==> config.mk <==
export PLATFORM = sky130hd
export DESIGN_NAME = naive_substring_search_core
export DESIGN_NICKNAME = d
export VERILOG_FILES = /design/src/nss_pkg.sv /design/src/nss_ram.sv /design/src/nss_ctrl.sv /design/src/nss_dp.sv /design/src/naive_substring_search_core.sv
export VERILOG_INCLUDE_DIRS = /design/src /design/src/src
export SDC_FILE = /design/constraint.sdc
export NUM_CORES = 2
export LEC_CHECK = 0
export BUFFER_PORTS_ARGS = -buffer_cell sky130_fd_sc_hd__clkbuf_2
export CELL_PAD_IN_SITES_DETAIL_PLACEMENT = 0
export CELL_PAD_IN_SITES_GLOBAL_PLACEMENT = 1
export CORE_MARGIN = 3
export CORE_UTILIZATION = 55
export DETAILED_ROUTE_END_ITERATION = 16
export PLACE_DENSITY_LB_ADDON = 0.1
export SYNTH_ARGS = -nofsm -noshare
export SYNTH_HDL_FRONTEND = slang
export SYNTH_HIERARCHICAL = 1
export SYNTH_SLANG_ARGS = --single-unit
export TNS_END_PERCENT = 5
==> constraint.sdc <==
create_clock -name clk -period 4.6 [get_ports clk]
set_input_delay 0.92 -clock clk [delete_from_list [all_inputs] [get_ports clk]]
set_output_delay 0.92 -clock clk [all_outputs]
set_load 0.05 [all_outputs]
==> src/naive_substring_search_core_assert.svh <==
// ----------------------------------------------------------------------------
// Assertion macros for the substring search core
// Immediate-implication and next-cycle-implication checks, clocked on clk and
// held off while arst_n is low. Empty when SYNTHESIS is defined.
// ----------------------------------------------------------------------------
`ifndef NAIVE_SUBSTRING_SEARCH_CORE_ASSERT_SVH
`define NAIVE_SUBSTRING_SEARCH_CORE_ASSERT_SVH

`ifndef SYNTHESIS
`define NSS_ASSERT_IMPL(lbl, ante, cons) \
	lbl: assert property (@(posedge clk) disable iff (!arst_n) (ante) |-> (cons)) \
		else $error("assertion failed");
`define NSS_ASSERT_NEXT(lbl, ante, cons) \
	lbl: assert property (@(posedge clk) disable iff (!arst_n) (ante) |=> (cons)) \
		else $error("assertion failed");
`else
`define NSS_ASSERT_IMPL(lbl, ante, cons)
`define NSS_ASSERT_NEXT(lbl, ante, cons)
`endif

`endif

==> src/nss_pkg.sv <==
// ----------------------------------------------------------------------------
// nss_pkg
// Shared types, command codes and defaults for the substring search core.
// ----------------------------------------------------------------------------
package nss_pkg;

	localparam int MAX_LEN_DEF = 256;

	localparam logic [1:0] CMD_TEXT   = 2'd0;
	localparam logic [1:0] CMD_PAT    = 2'd1;
	localparam logic [1:0] CMD_SEARCH = 2'd2;

	typedef struct packed {
		logic [1:0] cmd;
		logic [7:0] ch;
	} req_t;

	typedef struct packed {
		logic       found;
		logic [7:0] position;
		logic       overflowed;
	} rsp_t;

	// controller to datapath commands
	typedef struct packed {
		logic app_text;
		logic app_pat;
		logic start;
		logic step;
		logic finish;
	} ctl_cmd_t;

	// datapath to controller status
	typedef struct packed {
		logic loop_go;
	} dp_stat_t;

endpackage

==> src/nss_ram.sv <==
// ----------------------------------------------------------------------------
// nss_ram
// Generic single-write, single-read RAM with registered read data.
// ----------------------------------------------------------------------------
module nss_ram #(
	parameter int WIDTH = 8,
	parameter int DEPTH = 256,
	localparam int AW = (DEPTH > 1) ? $clog2(DEPTH) : 1
) (
	input  logic             clk,
	input  logic             we,
	input  logic [AW-1:0]    waddr,
	input  logic [WIDTH-1:0] wdata,
	input  logic [AW-1:0]    raddr,
	output logic [WIDTH-1:0] rdata
);

	logic [WIDTH-1:0] mem [DEPTH];

	always_ff @(posedge clk) begin
		if (we) begin
			mem[waddr] <= wdata;
		end
		rdata <= mem[raddr];
	end

endmodule

==> src/nss_ctrl.sv <==
// ----------------------------------------------------------------------------
// nss_ctrl
// Sequencer for the search: handshakes, compare loop and result valid.
// ----------------------------------------------------------------------------
module nss_ctrl
	import nss_pkg::*;
(
	input  logic     clk,
	input  logic     arst_n,
	input  logic     req_valid,
	input  logic [1:0] req_cmd,
	output logic     req_stall,
	output logic     rsp_valid,
	input  logic     rsp_stall,
	input  dp_stat_t stat,
	output ctl_cmd_t cmd
);

	localparam logic [1:0] ST_IDLE = 2'd0;
	localparam logic [1:0] ST_TEST = 2'd1;
	localparam logic [1:0] ST_CMP  = 2'd2;

	logic [1:0] state_q, state_d;
	logic       rsp_valid_q;
	logic       acc;

	// a new search waits until the previous result beat has gone
	assign req_stall = (state_q != ST_IDLE) || (rsp_valid_q && (req_cmd == CMD_SEARCH));
	assign acc       = req_valid && !req_stall;
	assign rsp_valid = rsp_valid_q;

	always_comb begin
		state_d      = state_q;
		cmd          = '0;
		cmd.app_text = acc && (req_cmd == CMD_TEXT);
		cmd.app_pat  = acc && (req_cmd == CMD_PAT);
		unique case (state_q)
			ST_IDLE: begin
				if (acc && (req_cmd == CMD_SEARCH)) begin
					cmd.start = 1'b1;
					state_d   = ST_TEST;
				end
			end
			ST_TEST: begin
				if (stat.loop_go) begin
					state_d = ST_CMP;
				end else begin
					cmd.finish = 1'b1;
					state_d    = ST_IDLE;
				end
			end
			ST_CMP: begin
				cmd.step = 1'b1;
				state_d  = ST_TEST;
			end
			default: begin
				state_d = ST_IDLE;
			end
		endcase
	end

	always_ff @(posedge clk or negedge arst_n) begin
		if (!arst_n) begin
			state_q     <= ST_IDLE;
			rsp_valid_q <= 1'b0;
		end else begin
			state_q <= state_d;
			if (cmd.finish) begin
				rsp_valid_q <= 1'b1;
			end else if (rsp_valid_q && !rsp_stall) begin
				rsp_valid_q <= 1'b0;
			end
		end
	end

endmodule

==> src/nss_dp.sv <==
// ----------------------------------------------------------------------------
// nss_dp
// Buffers, fill counts, match indices and result register.
// ----------------------------------------------------------------------------
module nss_dp
	import nss_pkg::*;
#(
	parameter int MAX_LEN = MAX_LEN_DEF
) (
	input  logic       clk,
	input  logic       arst_n,
	input  ctl_cmd_t   cmd,
	input  logic [7:0] ch,
	output dp_stat_t   stat,
	output rsp_t       rsp
);

	localparam int CW = $clog2(MAX_LEN + 1);
	localparam int AW = (MAX_LEN > 1) ? $clog2(MAX_LEN) : 1;
	localparam logic [CW-1:0] FULL = CW'(MAX_LEN);

	logic [CW-1:0] tc_q, pc_q, i_q, j_q;
	logic          ovf_q;
	rsp_t          rsp_q;
	logic [7:0]    t_rd, p_rd;
	logic          t_we, p_we, hit;

	assign t_we = cmd.app_text && (tc_q != FULL);
	assign p_we = cmd.app_pat && (pc_q != FULL);
	assign hit  = (j_q >= pc_q);

	assign stat.loop_go = (i_q < tc_q) && (j_q < pc_q);
	assign rsp          = rsp_q;

	nss_ram #(.WIDTH(8), .DEPTH(MAX_LEN)) u_text_ram (
		.clk   (clk),
		.we    (t_we),
		.waddr (tc_q[AW-1:0]),
		.wdata (ch),
		.raddr (i_q[AW-1:0]),
		.rdata (t_rd)
	);

	nss_ram #(.WIDTH(8), .DEPTH(MAX_LEN)) u_pat_ram (
		.clk   (clk),
		.we    (p_we),
		.waddr (pc_q[AW-1:0]),
		.wdata (ch),
		.raddr (j_q[AW-1:0]),
		.rdata (p_rd)
	);

	always_ff @(posedge clk or negedge arst_n) begin
		if (!arst_n) begin
			tc_q  <= '0;
			pc_q  <= '0;
			ovf_q <= 1'b0;
		end else if (cmd.finish) begin
			tc_q  <= '0;
			pc_q  <= '0;
			ovf_q <= 1'b0;
		end else begin
			if (t_we) begin
				tc_q <= tc_q + CW'(1);
			end
			if (p_we) begin
				pc_q <= pc_q + CW'(1);
			end
			if ((cmd.app_text && !t_we) || (cmd.app_pat && !p_we)) begin
				ovf_q <= 1'b1;
			end
		end
	end

	always_ff @(posedge clk) begin
		if (cmd.start) begin
			i_q <= '0;
			j_q <= '0;
		end else if (cmd.step) begin
			if (t_rd == p_rd) begin
				i_q <= i_q + CW'(1);
				j_q <= j_q + CW'(1);
			end else begin
				// back up to one past where this attempt began
				i_q <= i_q - j_q + CW'(1);
				j_q <= '0;
			end
		end
		if (cmd.finish) begin
			rsp_q.found      <= hit;
			rsp_q.position   <= hit ? 8'(i_q - pc_q) : 8'd0;
			rsp_q.overflowed <= ovf_q;
		end
	end

endmodule

==> src/naive_substring_search_core.sv <==
// ----------------------------------------------------------------------------
// naive_substring_search_core
// Brute-force substring search over loaded text and pattern buffers.
// ----------------------------------------------------------------------------
// Load beats (text or pattern byte) are accepted back to back while no search
// is running; a byte arriving at a full buffer is dropped and flagged. A
// search beat starts the compare loop and holds req_stall high until it ends:
// each compare passes through the test state, which addresses the buffer
// RAMs, and then the compare state, which compares the registered read data.
// The backtracking walk makes at most about text length times pattern length
// byte compares, and the single read port of each buffer RAM sets the pace
// of each one. The result beat is then held in an output register; further
// load beats are taken while it waits, a new search is not. Both strings and
// the overflow flag are cleared when the result is formed, the strings by
// clearing the fill counts, so there is no clearing pass after reset.
// ----------------------------------------------------------------------------
module naive_substring_search_core
	import nss_pkg::*;
#(
	parameter int MAX_LEN = MAX_LEN_DEF
) (
	input  logic clk,
	input  logic arst_n,
	input  logic req_valid,
	output logic req_stall,
	input  req_t req,
	output logic rsp_valid,
	input  logic rsp_stall,
	output rsp_t rsp
);

	ctl_cmd_t ctl_cmd;
	dp_stat_t dp_stat;

	// sequencer: handshakes and loop control
	nss_ctrl u_ctrl (
		.clk       (clk),
		.arst_n    (arst_n),
		.req_valid (req_valid),
		.req_cmd   (req.cmd),
		.req_stall (req_stall),
		.rsp_valid (rsp_valid),
		.rsp_stall (rsp_stall),
		.stat      (dp_stat),
		.cmd       (ctl_cmd)
	);

	// buffers, counters and result register
	nss_dp #(.MAX_LEN(MAX_LEN)) u_dp (
		.clk    (clk),
		.arst_n (arst_n),
		.cmd    (ctl_cmd),
		.ch     (req.ch),
		.stat   (dp_stat),
		.rsp    (rsp)
	);

`include "naive_substring_search_core_assert.svh"

	// at most one datapath command per cycle
	`NSS_ASSERT_IMPL(a_cmd_onehot, 1'b1, $onehot0(ctl_cmd))
	// the end of the loop always presents a result beat
	`NSS_ASSERT_NEXT(a_finish_rsp, ctl_cmd.finish, rsp_valid)
	// a search never starts while an earlier result is still waiting
	`NSS_ASSERT_IMPL(a_start_free, ctl_cmd.start, !rsp_valid)

endmodule

==> results.py <==
metrics = {
    "routing": {
        "route.detailed.drc": 0,
        "wirelength_mm": 421,
        "ant_nets": 0,
        "viasPerCell": 6.44,
        "via_count": 83685,
        "firstDrtPassIters": 6,
        "wl_per_cell_um": 32.4,
        "drt_iter0_drc": 10757,
    },
    "yosys": {
        "syn_nets": 7928,
        "post-synth-top-area-cell": "edfxtp_1",
        "yosys.area.top_type_share_pct": 75.8,
        "ys_dominant_reg_cell": "edfxtp_1",
        "ys_types": 81,
        "avgSynthCellArea_um2": 20.7,
        "async_flop_share_pct": 0.529,
        "syn_area_mm2": 0.163,
        "ys_warn_count": 6,
        "synthTopCellsByArea": "edfxtp_1 76%, mux4_2 13%, mux2i_1 1.7%",
        "synth_seq_area_share_pct": 76.5,
        "synth_seq_cells": 4162,
        "synth_edf_count": 4106,
        "syn_inst": 7867,
    },
    "clock_network": {
        "cts_made_buffers": 413,
        "cts-root-buf": "clkbuf_16",
        "cts_buffer_depth": 4,
        "clk_pin_slew_ps": 60,
        "cts_setup_buffers": 0,
        "htreeDepth": 5,
        "cts_sinks": 4162,
        "cts_tree": "yes",
        "cts_resized": 0,
        "clock_latency_ps": 960,
    },
    "worst_setup_path": {
        "r2r_slack_ps": 680,
        "max_stage_delay_ps": 810,
        "cp_cell_sequence": "buf_4, nor2b_4, buf_4, a22oi_1, a21oi_1, nor4_1, nor4_2",
        "crit_type": "flop to flop",
        "crit_path_frequent_cell": "buf_4",
        "critPathSlowestCell": "nor2b_4",
        "start_kind": "flop",
        "critPathMaxFanout": 24,
        "endpoint_kind": "flop",
        "worstPathArrival_ps": 4750,
        "critPathRequiredTime_ps": 5430,
    },
    "global_routing": {
        "grt-ovfl-total": 0,
        "grt_use_total_pct": 27.9,
        "grt_pass1_wl_mm": 606,
        "grt_pass1_vias": 83458,
        "grt_max_degree": 118,
        "antenna_found_initial": 15,
    },
    "final_layout": {
        "area.growth.synth_to_final_pct": 14.3,
        "final_common_cell": "edfxtp_1",
        "fin_util_pct": 63.2,
        "fin_cells": 12990,
        "final_cell_mix": "4,106 x edfxtp_1, 908 x mux4_2, 818 x buf_4",
        "drive_gt1_share_pct": 27.2,
        "nNetsFinal": 8785,
    },
    "floorplanning": {
        "die_w_um": 550,
        "die_area_mm2": 0.302,
        "initial_core_util_pct": 55.3,
        "io_pins": 26,
        "rows": 199,
        "coreArea_mm2": 0.294,
        "die_h_um": 550,
    },
    "placement": {
        "io_buffer_count": 25,
        "dp.cells": 12226,
        "place.gp.congestion": 0.857,
        "dp_slack_ps": 391,
        "dpl.hpwl_mm": 265,
    },
    "sta": {
        "setup_slack_ps": 678,
        "hold_violations": 0,
        "setup_viol": 0,
        "worstMarginPinSlew_ps": 1210,
        "whs_ps": 171,
        "min_period_ps": 3920,
        "rsz0062_at_grt": "false",
        "drv_slew": 0,
        "max_freq_mhz": 255,
        "relSlewSlack_pct": 18.4,
        "fin_worst_skew_ps": 61.0,
        "tns_ps": 0,
        "fin_crit_sh_pct": 85.3,
    },
    "power": {
        "p_leak_nw": 57.9,
        "vdd_drop_max_v": 0.000537,
        "cellPowerDensity_mw_per_mm2": 525,
    },
    "hold_path": {
        "hp-class": "input port to flop",
    },
    "run": {
        "maxCapViolCount": 0,
    },
    "run_status": {
        "outcome": "complete, no violations",
    },
}
worst max-delay path, delay by kind of cell, from the launching register on:
kind | cells | cell delay [ps]
and+or+nand+nor | 3 | 1270
buffers and inverters | 2 | 890
AOI/OAI and AO/OA | 2 | 880
DFF | 1 | 670
kinds of logic (layout without fill, tap and decap cells):
logic type | count (synthesis) | count (layout) | share of synthesized area [%]
flip-flops | 4162 | 4162 | 76.5
multiplexers | 1185 | 1185 | 14.3
AND/OR/NAND/NOR | 1070 | 1070 | 3.01
AO/OA/AOI/OAI | 845 | 845 | 3.64
buffers and inverters | 521 | 1720 | 1.92
adder cells (fa/ha/maj) | 47 | 47 | 0.371
XOR/XNOR | 37 | 37 | 0.199
other | 0 | 5 | 0
power breakdown:
group | switching [mW] | internal, mW | leakage, nW
clock | 14.2 | 18.8 | 6.45
sequential | 0.795 | 42.0 | 37.5
combinational | 12.8 | 9.04 | 14.0
layer usage:
layer  GRT usage (%)  share of wire (%)  routed length (um)  vias up
met4            6.28                2.3                9810        4
li1                -                  -                   -    34550
met1            43.5                 42              178000    44526
met3            5.71                9.8               41100      552
met2            41.2                 46              192000     4053
met5               0             0.0067                  28        -
cells in the mapped netlist (all sizes together), types with 13 or more instances:
cell    instances
edfxtp       4106
o211ai         20
dfxtp          34
a21oi         212
o22ai          57
xnor2          32
buf           249
a22o           16
mux4          912
nor3           50
nor2          614
inv            43
nand3          73
nor4           58
mux2i         271
a221oi         28
nand2b         23
o221ai         94
nor2b          67
a211oi         35
dfrtp          22
nand2          88
and2           13
a22oi         268
ha             45
clkbuf        227
nand4          35
o21ai          42
repair_timing:
item | in CTS | in global routing
endpoints found under the hold margin | 3 | 0
hold buffers | 1 | 0
endpoints found under the setup margin | 0 | 0
metrics by stage:
step | power, mW | instance area [um^2]
floorplan | 57.4 | 163000
global placement | 65.2 | 173000
detailed placement | 65.3 | 173000
CTS | 98.1 | 186000
global route | 101 | 186000
finish | 97.6 | 186000
final timing paths:
path | startpoint | to | depth (start not counted)
min in group asynchronous | arst_n | u_ctrl/rsp_valid | 2
hold reg to reg | u_dp/ovf_q | u_dp/rsp[0] | 0
max in group asynchronous | arst_n | u_dp/pc_q[7] | 2
hold / removal | rsp_stall | u_ctrl/rsp_valid | 2
setup / recovery | u_dp/j_q[2] | u_dp/u_pat_ram/rdata[6] | 7
setup reg to reg | u_dp/j_q[2] | u_dp/u_pat_ram/rdata[6] | 7
registers in the layout, indices dropped and copies added (netlist names):
name	count
u_dp/u_pat_ram/mem	2048
u_dp/u_text_ram/mem	2048
u_dp/rsp	10
u_dp/i_q	9
u_dp/j_q	9
u_dp/pc_q	9
u_dp/tc_q	9
u_dp/u_pat_ram/rdata	8
u_dp/u_text_ram/rdata	8
u_ctrl/state_q	2
u_ctrl/rsp_valid	1
u_dp/ovf_q	1
layout make-up:
cell class	instances	area (um^2)
sequential	4162	125000
fill	20043	108000
multi-input combinational	3184	35100
clock buffer	512	10900
timing repair buffer	918	7830
tap	3919	4900
clock inverter	245	2410
inverter	45	169
antenna	5	12.5
Note: power is estimated with default switching activity, not from simulation.
